===== src/rtl/rtsc_pkg.sv =====
package rtsc_pkg;

    // Configuration port
    localparam int CFG_IDX_W  = 3;
    localparam int CFG_DATA_W = 17;

    localparam logic [CFG_IDX_W-1:0] CFG_TWO_WAY_MODE     = 3'd0;
    localparam logic [CFG_IDX_W-1:0] CFG_REVERSE_SUBMODE  = 3'd1;
    localparam logic [CFG_IDX_W-1:0] CFG_REF_VOLTAGE_FWD  = 3'd2;
    localparam logic [CFG_IDX_W-1:0] CFG_REF_VOLTAGE_REV  = 3'd3;
    localparam logic [CFG_IDX_W-1:0] CFG_BAND_FWD         = 3'd4;
    localparam logic [CFG_IDX_W-1:0] CFG_BAND_REV         = 3'd5;
    localparam logic [CFG_IDX_W-1:0] CFG_REGULATION_RANGE = 3'd6;
    localparam logic [CFG_IDX_W-1:0] CFG_STEP_COUNT       = 3'd7;

    // Reverse flow submodes
    localparam logic [1:0] REV_INVERT = 2'd0;
    localparam logic [1:0] REV_BYPASS = 2'd1;
    localparam logic [1:0] REV_FIXED  = 2'd2;

    // Reverse flow threshold in watts
    localparam logic signed [31:0] REV_POWER_LIMIT = -32'sd100;

    // Clamp limit: least of step_count, MAX_STEPS and 63
    localparam int         MAX_STEPS = 32;
    localparam logic [5:0] LIM_CAP   = (MAX_STEPS > 63) ? 6'd63 : 6'(MAX_STEPS);

    // 0.0001 bias on the step distance, applied as a scale of 10000
    localparam logic [13:0] ROUND_SCALE = 14'd10000;

    // Ratio limits, Q16
    localparam logic [16:0] RATIO_ONE = 17'd65536;
    localparam logic [16:0] RATIO_MAX = 17'd131071;

    // Serial divider
    localparam int DIV_NUM_W   = 40;
    localparam int DIV_DEN_W   = 47;
    localparam int DIV_Q_W     = 18;
    localparam int DIV_CNT_W   = 5;
    localparam int MOVE_QBITS  = 7;
    localparam int RATIO_QBITS = 17;

    typedef struct packed {
        logic        two_way_mode;
        logic [1:0]  reverse_submode;
        logic [16:0] ref_voltage_fwd;
        logic [16:0] ref_voltage_rev;
        logic [14:0] band_fwd;
        logic [14:0] band_rev;
        logic [14:0] regulation_range;
        logic [5:0]  step_count;
    } cfg_t;

    typedef struct packed {
        logic load_in;
        logic prep;
        logic mul1;
        logic mul2;
        logic div_move;
        logic take_move;
        logic take_old;
        logic take_new;
        logic out_load;
    } dp_cmd_t;

    typedef struct packed {
        logic div_done;
    } dp_stat_t;

    // 1 +/- quotient, saturated to 0..131071; top quotient bit flags overflow
    function automatic logic [16:0] ratio_of(input logic [DIV_Q_W-1:0] q,
                                             input logic neg,
                                             input logic special);
        logic [16:0] qv;
        logic        sat;
        logic [16:0] res;
        qv  = q[RATIO_QBITS-1:0];
        sat = q[RATIO_QBITS];
        if (special) begin
            res = RATIO_ONE;
        end else if (neg) begin
            res = (sat || qv > RATIO_ONE) ? 17'd0 : RATIO_ONE - qv;
        end else begin
            res = (sat || qv > RATIO_ONE - 17'd1) ? RATIO_MAX : RATIO_ONE + qv;
        end
        return res;
    endfunction

endpackage


===== src/rtl/rtsc_cfg.sv =====
module rtsc_cfg
    import rtsc_pkg::*;
(
    input  logic                  aclk,
    input  logic                  aresetn,
    input  logic                  cfg_wr_en,
    input  logic [CFG_IDX_W-1:0]  cfg_index,
    input  logic [CFG_DATA_W-1:0] cfg_wdata,
    output cfg_t                  cfg
);

    cfg_t cfg_reg;
    cfg_t cfg_next;

    always_comb begin
        cfg_next = cfg_reg;
        if (cfg_wr_en) begin
            case (cfg_index)
                CFG_TWO_WAY_MODE:     cfg_next.two_way_mode     = cfg_wdata[0];
                CFG_REVERSE_SUBMODE:  cfg_next.reverse_submode  = cfg_wdata[1:0];
                CFG_REF_VOLTAGE_FWD:  cfg_next.ref_voltage_fwd  = cfg_wdata[16:0];
                CFG_REF_VOLTAGE_REV:  cfg_next.ref_voltage_rev  = cfg_wdata[16:0];
                CFG_BAND_FWD:         cfg_next.band_fwd         = cfg_wdata[14:0];
                CFG_BAND_REV:         cfg_next.band_rev         = cfg_wdata[14:0];
                CFG_REGULATION_RANGE: cfg_next.regulation_range = cfg_wdata[14:0];
                CFG_STEP_COUNT:       cfg_next.step_count       = cfg_wdata[5:0];
                default:              cfg_next = cfg_reg;
            endcase
        end
    end

    always_ff @(posedge aclk) begin
        if (!aresetn) begin
            cfg_reg.two_way_mode     <= 1'b0;
            cfg_reg.reverse_submode  <= REV_INVERT;
            cfg_reg.ref_voltage_fwd  <= RATIO_ONE;
            cfg_reg.ref_voltage_rev  <= RATIO_ONE;
            cfg_reg.band_fwd         <= 15'd0;
            cfg_reg.band_rev         <= 15'd0;
            cfg_reg.regulation_range <= 15'd6554;
            cfg_reg.step_count       <= 6'd16;
        end else begin
            cfg_reg <= cfg_next;
        end
    end

    assign cfg = cfg_reg;

endmodule


===== src/rtl/rtsc_div.sv =====
module rtsc_div
    import rtsc_pkg::*;
(
    input  logic                 aclk,
    input  logic                 aresetn,
    input  logic                 start,
    input  logic [DIV_NUM_W-1:0] dividend,
    input  logic [DIV_DEN_W-1:0] divisor,
    input  logic [DIV_CNT_W-1:0] steps,
    output logic [DIV_Q_W-1:0]   quotient,
    output logic                 done
);

    // Restoring division, one quotient bit per cycle; the divisor arrives
    // pre-shifted so that the first bit taken flags quotient overflow.
    logic [DIV_NUM_W-1:0] rem_reg, rem_next;
    logic [DIV_DEN_W-1:0] dsh_reg, dsh_next;
    logic [DIV_Q_W-1:0]   q_reg, q_next;
    logic [DIV_CNT_W-1:0] cnt_reg, cnt_next;
    logic                 busy_reg, busy_next;
    logic                 done_reg, done_next;
    logic                 ge;

    assign ge = {{(DIV_DEN_W-DIV_NUM_W){1'b0}}, rem_reg} >= dsh_reg;

    always_comb begin
        rem_next  = rem_reg;
        dsh_next  = dsh_reg;
        q_next    = q_reg;
        cnt_next  = cnt_reg;
        busy_next = busy_reg;
        done_next = 1'b0;
        if (start) begin
            rem_next  = dividend;
            dsh_next  = divisor;
            q_next    = '0;
            cnt_next  = steps;
            busy_next = 1'b1;
        end else if (busy_reg) begin
            if (ge) begin
                rem_next = rem_reg - dsh_reg[DIV_NUM_W-1:0];
            end
            q_next   = {q_reg[DIV_Q_W-2:0], ge};
            dsh_next = dsh_reg >> 1;
            cnt_next = cnt_reg - DIV_CNT_W'(1);
            if (cnt_reg == DIV_CNT_W'(1)) begin
                busy_next = 1'b0;
                done_next = 1'b1;
            end
        end
    end

    always_ff @(posedge aclk) begin
        if (!aresetn) begin
            cnt_reg  <= '0;
            busy_reg <= 1'b0;
            done_reg <= 1'b0;
        end else begin
            cnt_reg  <= cnt_next;
            busy_reg <= busy_next;
            done_reg <= done_next;
        end
    end

    always_ff @(posedge aclk) begin
        rem_reg <= rem_next;
        dsh_reg <= dsh_next;
        q_reg   <= q_next;
    end

    assign quotient = q_reg;
    assign done     = done_reg;

endmodule


===== src/rtl/rtsc_dp.sv =====
module rtsc_dp
    import rtsc_pkg::*;
#(
    parameter int NUM_TAPS = 2
) (
    input  logic               aclk,
    input  logic               aresetn,
    input  cfg_t               cfg,
    input  dp_cmd_t            cmd,
    output dp_stat_t           stat,
    input  logic               s_tap_index,
    input  logic [16:0]        s_measured_voltage,
    input  logic signed [31:0] s_active_power_w,
    output logic signed [6:0]  m_tap_step,
    output logic [16:0]        m_tap_ratio,
    output logic               m_flow_reverse,
    output logic               m_tap_changed
);

    // Input item
    logic               tap_reg;
    logic [16:0]        v_reg;
    logic signed [31:0] p_reg;

    // Step store, one register per tap
    logic signed [6:0] store_reg [NUM_TAPS];
    logic signed [6:0] old_sel;

    // Prep stage
    logic               rev_c, bypass_c, hold_c, inv_c;
    logic [16:0]        ref_c;
    logic [14:0]        band_c;
    logic signed [19:0] diff1_c, diff2_c, band_s, d2_c;
    logic [18:0]        diff2_abs, d2_abs;

    logic              rev_reg, bypass_reg, hold_reg;
    logic [18:0]       d2mag_reg;
    logic              d2neg_reg, d2zero_reg;
    logic signed [6:0] old_reg;

    // Multiplier stages
    logic [24:0] num_reg;
    logic [39:0] numx_reg;
    logic [29:0] denx_reg;

    // Divider operands and result
    logic                 div_start, div_done;
    logic [DIV_NUM_W-1:0] div_dividend;
    logic [DIV_DEN_W-1:0] div_divisor;
    logic [DIV_CNT_W-1:0] div_steps;
    logic [DIV_Q_W-1:0]   div_q;

    logic signed [6:0] ratio_step;
    logic [5:0]        rs_abs;
    logic [20:0]       rmag;
    logic [22:0]       rdividend;
    logic              special;

    // Step update
    logic [7:0]         mv_mag, mv_sel;
    logic signed [9:0]  mv_s, sum_c, clamp_c, lim_s;
    logic [5:0]         lim;
    logic signed [6:0]  step_c;
    logic signed [6:0]  step_new_reg;
    logic [16:0]        ratio_old_reg, ratio_new_reg;

    // Output register
    logic signed [6:0] out_step_reg;
    logic [16:0]       out_ratio_reg;
    logic              out_rev_reg, out_chg_reg;

    always_ff @(posedge aclk) begin
        if (cmd.load_in) begin
            tap_reg <= s_tap_index;
            v_reg   <= s_measured_voltage;
            p_reg   <= s_active_power_w;
        end
    end

    // A tap outside the store reads as neutral and is never written
    always_comb begin
        old_sel = '0;
        for (int i = 0; i < NUM_TAPS; i++) begin
            if (tap_reg == 1'(i)) begin
                old_sel = store_reg[i];
            end
        end
    end

    for (genvar g = 0; g < NUM_TAPS; g++) begin : g_store
        always_ff @(posedge aclk) begin
            if (!aresetn) begin
                store_reg[g] <= '0;
            end else if (cmd.take_new && tap_reg == 1'(g)) begin
                store_reg[g] <= step_new_reg;
            end
        end
    end

    always_comb begin
        rev_c    = cfg.two_way_mode && (p_reg <= REV_POWER_LIMIT);
        bypass_c = rev_c && (cfg.reverse_submode == REV_BYPASS);
        inv_c    = rev_c && (cfg.reverse_submode != REV_FIXED);
        ref_c    = rev_c ? cfg.ref_voltage_rev : cfg.ref_voltage_fwd;
        band_c   = rev_c ? cfg.band_rev : cfg.band_fwd;
        band_s   = signed'({5'b0, band_c});
        diff1_c  = signed'({3'b0, ref_c}) - signed'({3'b0, v_reg});
        diff2_c  = {diff1_c[18:0], 1'b0};
        diff2_abs = diff2_c[19] ? 19'(-diff2_c) : diff2_c[18:0];
        hold_c   = diff2_abs < {4'b0, band_c};
        // Distance to the near band edge
        d2_c     = (v_reg < ref_c) ? diff2_c - band_s : diff2_c + band_s;
        d2_abs   = d2_c[19] ? 19'(-d2_c) : d2_c[18:0];
    end

    always_ff @(posedge aclk) begin
        if (cmd.prep) begin
            rev_reg    <= rev_c;
            bypass_reg <= bypass_c;
            hold_reg   <= hold_c;
            d2mag_reg  <= d2_abs;
            d2neg_reg  <= d2_c[19] ^ inv_c;
            d2zero_reg <= (d2_c == 20'sd0);
            old_reg    <= old_sel;
        end
        if (cmd.mul1) begin
            num_reg <= {6'b0, d2mag_reg} * {19'b0, cfg.step_count};
        end
        if (cmd.mul2) begin
            numx_reg <= {15'b0, num_reg} * 40'(ROUND_SCALE)
                      + {24'b0, cfg.regulation_range, 1'b0};
            denx_reg <= {14'b0, cfg.regulation_range, 1'b0} * 30'(ROUND_SCALE);
        end
    end

    // Divider operand selection: step move first, then old ratio, then new ratio
    always_comb begin
        special    = (cfg.step_count == 6'd0) || (cfg.regulation_range == 15'd0);
        ratio_step = cmd.take_move ? old_reg : step_new_reg;
        rs_abs     = ratio_step[6] ? 6'(-ratio_step) : ratio_step[5:0];
        rmag       = {15'b0, rs_abs} * {6'b0, cfg.regulation_range};
        rdividend  = {1'b0, rmag, 1'b0} + {17'b0, cfg.step_count};
        div_start  = cmd.div_move || cmd.take_move || cmd.take_old;
        if (cmd.div_move) begin
            div_dividend = numx_reg;
            div_divisor  = DIV_DEN_W'(denx_reg) << MOVE_QBITS;
            div_steps    = DIV_CNT_W'(MOVE_QBITS + 1);
        end else begin
            div_dividend = DIV_NUM_W'(rdividend);
            div_divisor  = DIV_DEN_W'({cfg.step_count, 1'b0}) << RATIO_QBITS;
            div_steps    = DIV_CNT_W'(RATIO_QBITS + 1);
        end
    end

    rtsc_div u_div (
        .aclk     (aclk),
        .aresetn  (aresetn),
        .start    (div_start),
        .dividend (div_dividend),
        .divisor  (div_divisor),
        .steps    (div_steps),
        .quotient (div_q),
        .done     (div_done)
    );

    assign stat.div_done = div_done;

    // New step: old step plus discretised move, clamped; zero in bypass, old step in band
    always_comb begin
        mv_mag = div_q[MOVE_QBITS] ? 8'd128 : {1'b0, div_q[MOVE_QBITS-1:0]} + 8'd1;
        if (d2zero_reg || cfg.step_count == 6'd0) begin
            mv_sel = 8'd0;
        end else if (cfg.regulation_range == 15'd0) begin
            mv_sel = 8'd127;
        end else begin
            mv_sel = mv_mag;
        end
        mv_s    = d2neg_reg ? -signed'({2'b0, mv_sel}) : signed'({2'b0, mv_sel});
        sum_c   = {{3{old_reg[6]}}, old_reg} + mv_s;
        lim     = (cfg.step_count > LIM_CAP) ? LIM_CAP : cfg.step_count;
        lim_s   = signed'({4'b0, lim});
        if (sum_c > lim_s) begin
            clamp_c = lim_s;
        end else if (sum_c < -lim_s) begin
            clamp_c = -lim_s;
        end else begin
            clamp_c = sum_c;
        end
        if (bypass_reg) begin
            step_c = '0;
        end else if (hold_reg) begin
            step_c = old_reg;
        end else begin
            step_c = clamp_c[6:0];
        end
    end

    always_ff @(posedge aclk) begin
        if (cmd.take_move) begin
            step_new_reg <= step_c;
        end
        if (cmd.take_old) begin
            ratio_old_reg <= ratio_of(div_q, old_reg[6], special);
        end
        if (cmd.take_new) begin
            ratio_new_reg <= ratio_of(div_q, step_new_reg[6], special);
        end
        if (cmd.out_load) begin
            out_step_reg  <= step_new_reg;
            out_ratio_reg <= ratio_new_reg;
            out_rev_reg   <= rev_reg;
            out_chg_reg   <= ratio_new_reg != ratio_old_reg;
        end
    end

    assign m_tap_step     = out_step_reg;
    assign m_tap_ratio    = out_ratio_reg;
    assign m_flow_reverse = out_rev_reg;
    assign m_tap_changed  = out_chg_reg;

endmodule


===== src/rtl/rtsc_ctrl.sv =====
module rtsc_ctrl
    import rtsc_pkg::*;
(
    input  logic     aclk,
    input  logic     aresetn,
    input  logic     s_valid,
    output logic     s_ready,
    output logic     m_valid,
    input  logic     m_ready,
    input  dp_stat_t stat,
    output dp_cmd_t  cmd
);

    typedef enum logic [8:0] {
        ST_IDLE  = 9'b000000001,
        ST_PREP  = 9'b000000010,
        ST_MUL1  = 9'b000000100,
        ST_MUL2  = 9'b000001000,
        ST_DIVM  = 9'b000010000,
        ST_WAITM = 9'b000100000,
        ST_WAITO = 9'b001000000,
        ST_WAITN = 9'b010000000,
        ST_OUT   = 9'b100000000
    } state_t;

    state_t state_reg, state_next;
    logic   m_valid_reg, m_valid_next;

    always_comb begin
        state_next = state_reg;
        cmd        = '0;
        case (state_reg)
            ST_IDLE: begin
                if (s_valid) begin
                    cmd.load_in = 1'b1;
                    state_next  = ST_PREP;
                end
            end
            ST_PREP: begin
                cmd.prep   = 1'b1;
                state_next = ST_MUL1;
            end
            ST_MUL1: begin
                cmd.mul1   = 1'b1;
                state_next = ST_MUL2;
            end
            ST_MUL2: begin
                cmd.mul2   = 1'b1;
                state_next = ST_DIVM;
            end
            ST_DIVM: begin
                cmd.div_move = 1'b1;
                state_next   = ST_WAITM;
            end
            ST_WAITM: begin
                if (stat.div_done) begin
                    cmd.take_move = 1'b1;
                    state_next    = ST_WAITO;
                end
            end
            ST_WAITO: begin
                if (stat.div_done) begin
                    cmd.take_old = 1'b1;
                    state_next   = ST_WAITN;
                end
            end
            ST_WAITN: begin
                if (stat.div_done) begin
                    cmd.take_new = 1'b1;
                    state_next   = ST_OUT;
                end
            end
            ST_OUT: begin
                // Hold until the output register is free
                if (!m_valid_reg || m_ready) begin
                    cmd.out_load = 1'b1;
                    state_next   = ST_IDLE;
                end
            end
            default: begin
                state_next = ST_IDLE;
            end
        endcase
    end

    always_comb begin
        m_valid_next = m_valid_reg;
        if (m_valid_reg && m_ready) begin
            m_valid_next = 1'b0;
        end
        if (cmd.out_load) begin
            m_valid_next = 1'b1;
        end
    end

    always_ff @(posedge aclk) begin
        if (!aresetn) begin
            state_reg   <= ST_IDLE;
            m_valid_reg <= 1'b0;
        end else begin
            state_reg   <= state_next;
            m_valid_reg <= m_valid_next;
        end
    end

    assign s_ready = (state_reg == ST_IDLE);
    assign m_valid = m_valid_reg;

endmodule


===== src/rtl/regulator_tap_step_control.sv =====
// Channel   Direction  Handshake          Payload
// s_        in         s_valid / s_ready  s_tap_index, s_measured_voltage, s_active_power_w
// m_        out        m_valid / m_ready  m_tap_step, m_tap_ratio, m_flow_reverse, m_tap_changed
// cfg_      in         cfg_wr_en          cfg_index, cfg_wdata
//
// One item is in work at a time: the next input transfer is taken only once
// the result is in the output register and the sequencer is back in idle.
// The shared serial divider makes three passes: the step move, then the old
// and then the new tap ratio.
// Reset (aresetn low, synchronous) loads register defaults and neutral steps.
// A stalled result sits in the output register while the next item is taken.
module regulator_tap_step_control
    import rtsc_pkg::*;
#(
    parameter int NUM_TAPS = 2
) (
    input  logic                  aclk,
    input  logic                  aresetn,
    // Input item channel
    input  logic                  s_valid,
    output logic                  s_ready,
    input  logic                  s_tap_index,
    input  logic [16:0]           s_measured_voltage,
    input  logic signed [31:0]    s_active_power_w,
    // Result channel
    output logic                  m_valid,
    input  logic                  m_ready,
    output logic signed [6:0]     m_tap_step,
    output logic [16:0]           m_tap_ratio,
    output logic                  m_flow_reverse,
    output logic                  m_tap_changed,
    // Register write port
    input  logic                  cfg_wr_en,
    input  logic [CFG_IDX_W-1:0]  cfg_index,
    input  logic [CFG_DATA_W-1:0] cfg_wdata
);

    cfg_t     cfg;
    dp_cmd_t  cmd;
    dp_stat_t stat;

    // Register file: take writes at any time; the user must keep them between items
    rtsc_cfg u_cfg (
        .aclk      (aclk),
        .aresetn   (aresetn),
        .cfg_wr_en (cfg_wr_en),
        .cfg_index (cfg_index),
        .cfg_wdata (cfg_wdata),
        .cfg       (cfg)
    );

    // Sequencer: walk prep, two multiplier stages, then three divider passes
    rtsc_ctrl u_ctrl (
        .aclk    (aclk),
        .aresetn (aresetn),
        .s_valid (s_valid),
        .s_ready (s_ready),
        .m_valid (m_valid),
        .m_ready (m_ready),
        .stat    (stat),
        .cmd     (cmd)
    );

    // Datapath: direction and band decision, step store, divider, output register
    rtsc_dp #(
        .NUM_TAPS (NUM_TAPS)
    ) u_dp (
        .aclk               (aclk),
        .aresetn            (aresetn),
        .cfg                (cfg),
        .cmd                (cmd),
        .stat               (stat),
        .s_tap_index        (s_tap_index),
        .s_measured_voltage (s_measured_voltage),
        .s_active_power_w   (s_active_power_w),
        .m_tap_step         (m_tap_step),
        .m_tap_ratio        (m_tap_ratio),
        .m_flow_reverse     (m_flow_reverse),
        .m_tap_changed      (m_tap_changed)
    );

endmodule


===== config.mk =====
export PLATFORM = sky130hd
export DESIGN_NAME = regulator_tap_step_control
export DESIGN_NICKNAME = d
export VERILOG_FILES = /design/src/rtl/rtsc_pkg.sv /design/src/rtl/rtsc_cfg.sv /design/src/rtl/rtsc_div.sv /design/src/rtl/rtsc_dp.sv /design/src/rtl/rtsc_ctrl.sv /design/src/rtl/regulator_tap_step_control.sv
export SDC_FILE = /design/constraint.sdc
export NUM_CORES = 2
export LEC_CHECK = 0
export ABC_AREA = 1
export BUFFER_PORTS_ARGS = -buffer_cell sky130_fd_sc_hd__buf_2
export CORE_MARGIN = 5
export CORE_UTILIZATION = 39
export DETAILED_ROUTE_END_ITERATION = 10
export SLEW_MARGIN = 20
export SYNTH_ARGS = -nofsm -noshare
export SYNTH_HDL_FRONTEND = slang
export SYNTH_SLANG_ARGS = --single-unit

===== constraint.sdc =====
create_clock -name aclk -period 14.8 [get_ports aclk]
set_input_delay 1.48 -clock aclk [delete_from_list [all_inputs] [get_ports aclk]]
set_output_delay 1.48 -clock aclk [all_outputs]
set_load 0.005 [all_outputs]

==> metrics.md <==
| Metric | Value |
|---|---|
| Status | completed |
| CTS tree | done |
| CTS Buffer Depth | 3 |
| Initial antenna violation count | 1 |
| Hold Worst Slack | 0.450 ns |
| Setup violations, final | 0 |
| Total track usage | 0.191 |
| Max Cap Viol | 0 |
| Hold Buf Count CTS | 0 |
| WP data required | 15.16 ns |
| Clock Latency Late Sink | 0.62 ns |
| Largest register FFs | 88 |
| Die height | 326 µm |
| Synth Cell Area | 0.0389 mm² |
| Initial DRC count | 2,121 |
| Num Clock Sinks | 448 |
| Layout cells sized above 1 | 0.0657 |
| Met3 Usage GRT | 0.0254 |
| Yosys warning count | 0 |
| Global route total overflow | 0 |
| ANT nets after route | 0 |
| Startpoint Class | register |
| Clock transition at the registers of the reported paths | 0.06 ns |
| Initial Util | 0.394 |
| IO Port Bufs | 102 |
| CP Class | register to register |
| Antenna Cells | 0 |
| CP max stage delay | 0.70 ns |
| Cell taking the most area after synthesis | edfxtp_1 |
| Sequential fraction of the synthesis area | 0.314 |
| Yosys cell types | 68 |
| Min Tclk post-route | 8.06 ns |
| CP arrival | 8.42 ns |
| # H-tree levels | 2 |
| Share of the synthesized area in the top cell type | 0.251 |
| Worst Tran Pin Value | 1.12 ns |
| FFs w/ async S/R, synth | 0 |
| Final-report hold violation count | 0 |
| Number of nets in the layout | 5,567 |
| Post-route DRC | 0 |
| Area contributors post-synth | edfxtp_1, ha_1, fa_1, nand2_1, inv_1 |
| Commonest register cell after synthesis | edfxtp_1 |
| Peak VDD IR | 0.0914 mV |
| Slowest-stage cell, CP | o21ai_1 |
| Placed inst area | 0.0408 mm² |
| Synth Register Bits | 448 |
| Fin. max-slew vios | 0 |
| GRT met2 Usage | 0.321 |
| Most frequent cells in the layout | nand2_1, inv_1, nor2_1 |
| GRT Max-Usage Layer | met2 |
| Via Count | 30,953 |
| Critical Path Most Common Cell | inv_2 |
| Crit-path max FO | 15 |
| Grt met1 use | 0.261 |
| Setup bufs post-CTS | 0 |
| Io pins | 103 |
| Core Area | 0.0987 mm² |
| Syn_area_per_cell | 8.10 µm² |
| RSZ-0062 raised after global routing | false |
| Final Skew | 0.0149 ns |
| Period utilisation layout | 0.544 |
| Commonest non-fill, non-tap cell in the layout | nand2_1 |
| Synth Instances | 4,799 |
| Largest net degree at the start of global routing | 96 |
| Post-CTS Resized | 0 |
| Leak | 20.4 nW |
| CTS Buf Count | 52 |
| Final wirelength | 103 mm |
| Crit. End Element | register |
| First-pass GRT wire length | 165 mm |
| Via density | 4.98 |
| Dpl cells | 6,122 |
| Final HPWL DP | 81.4 mm |
| Power Density | 113 mW/mm² |
| Syn_nets | 5,477 |
| EDFF count, synth | 325 |
| Die area | 0.106 mm² |
| RePlAce Congestion | 0.912 |
| Non-Filler Instances | 6,218 |
| Finished Cell Area | 0.0426 mm² |
| Max-slew headroom | 0.257 |
| Area grow syn2layout | 9.55% |
| WL per Instance | 16.5 µm |
| Chip width | 326 µm |
| Setup tns final | 0 ns |
| Fmax achieved | 124 MHz |
| Row cnt | 115 |
| Initial DRT Pass Iterations | 6 |
| Vias in the first global route | 30,061 |
| Hold Path Class | register to register |
| Root Buffer Master | clkbuf_16 |
through the flow:
stage	setup slack [ns]	utilization	power [W]
2_1_floorplan	8.02	-	0.00302
3_3_place_gp	6.96	0.414	0.00349
3_5_place_dp	6.80	0.414	0.00351
4_1_cts	6.77	0.431	0.00483
5_1_grt	6.07	0.431	0.00516
6_report	6.74	0.431	0.00480
worst max-delay path: cells and delay by family, from the launching register on:
| kind | cells | cell delay (ns) |
|---|---|---|
| flip-flops | 1 | 0.33 |
| buffers and inverters | 9 | 0.62 |
| XOR/XNOR | 3 | 0.91 |
| adder cells (fa/ha/maj) | 5 | 2.20 |
| AO/OA/AOI/OAI | 3 | 1.40 |
| AND/OR/NAND/NOR | 15 | 2.31 |
final timing paths:
| path | startpoint | end | slack, ns | depth (start not counted) |
|---|---|---|---|---|
| worst min-delay path | u_cfg.cfg[52]$_SDFFE_PN0P_ | u_cfg.cfg[52]$_SDFFE_PN0P_ | 0.45 | 2 |
| worst min register to register | u_cfg.cfg[52]$_SDFFE_PN0P_ | u_cfg.cfg[52]$_SDFFE_PN0P_ | 0.45 | 2 |
| worst max-delay path | u_ctrl.state_reg[3]$_SDFFE_PN0P_ | u_dp.u_div.rem_reg[19]$_DFFE_PP_ | 6.74 | 35 |
| worst max register to register | u_ctrl.state_reg[3]$_SDFFE_PN0P_ | u_dp.u_div.rem_reg[19]$_DFFE_PP_ | 6.74 | 35 |
layout make-up:
cell class,instances,area (µm²)
fill,9978,56100
multi-input combinational,3361,22900
sequential,448,12200
inverter,892,3350
tap,1287,1610
clock buffer,73,1500
timing repair buffer,134,751
clock inverter,23,225
cells in the mapped netlist (all sizes together), types with 3 or more instances:
| library cell | count |
|---|---|
| nand4 | 36 |
| a21o | 21 |
| xor2 | 157 |
| o211ai | 22 |
| nand3 | 162 |
| and2 | 3 |
| o21a | 11 |
| edfxtp | 325 |
| nor4 | 15 |
| clkinv | 9 |
| o221ai | 15 |
| o2111ai | 7 |
| nand3b | 12 |
| a22o | 5 |
| xnor2 | 58 |
| inv | 883 |
| a21boi | 9 |
| nand2 | 899 |
| or2 | 31 |
| a2111oi | 3 |
| o21ai | 298 |
| o21bai | 17 |
| nor3 | 58 |
| ha | 380 |
| a211oi | 4 |
| dfxtp | 123 |
| nor2 | 542 |
| a21oi | 317 |
| a31oi | 29 |
| fa | 223 |
| o31ai | 8 |
| clkbuf | 78 |
| o22ai | 3 |
| buf | 20 |
metal layers:
metal | part of all wire | vias up | wire length (µm)
li1 | - | 15699 | -
met1 | 0.46 | 14491 | 47500
met4 | 0.026 | 0 | 2640
met5 | 0 | - | 0
met3 | 0.046 | 120 | 4690
met2 | 0.47 | 643 | 47800
logic make-up after synthesis:
logic type,share of synthesized area
multiplexers,0.000258
XOR/XNOR,0.0486
adder cells (fa/ha/maj),0.237
flip-flops,0.314
AO/OA/AOI/OAI,0.113
buffers and inverters,0.0970
AND/OR/NAND/NOR,0.190
power breakdown:
group	total (W)	switching [W]	internal (W)	leakage [nW]
Clock	0.00130	0.000549	0.000752	0.845
Sequential	0.00157	0.0000595	0.00151	3.96
Combinational	0.00193	0.00128	0.000653	15.6
No activity file was read; power rests on OpenSTA's default activity.
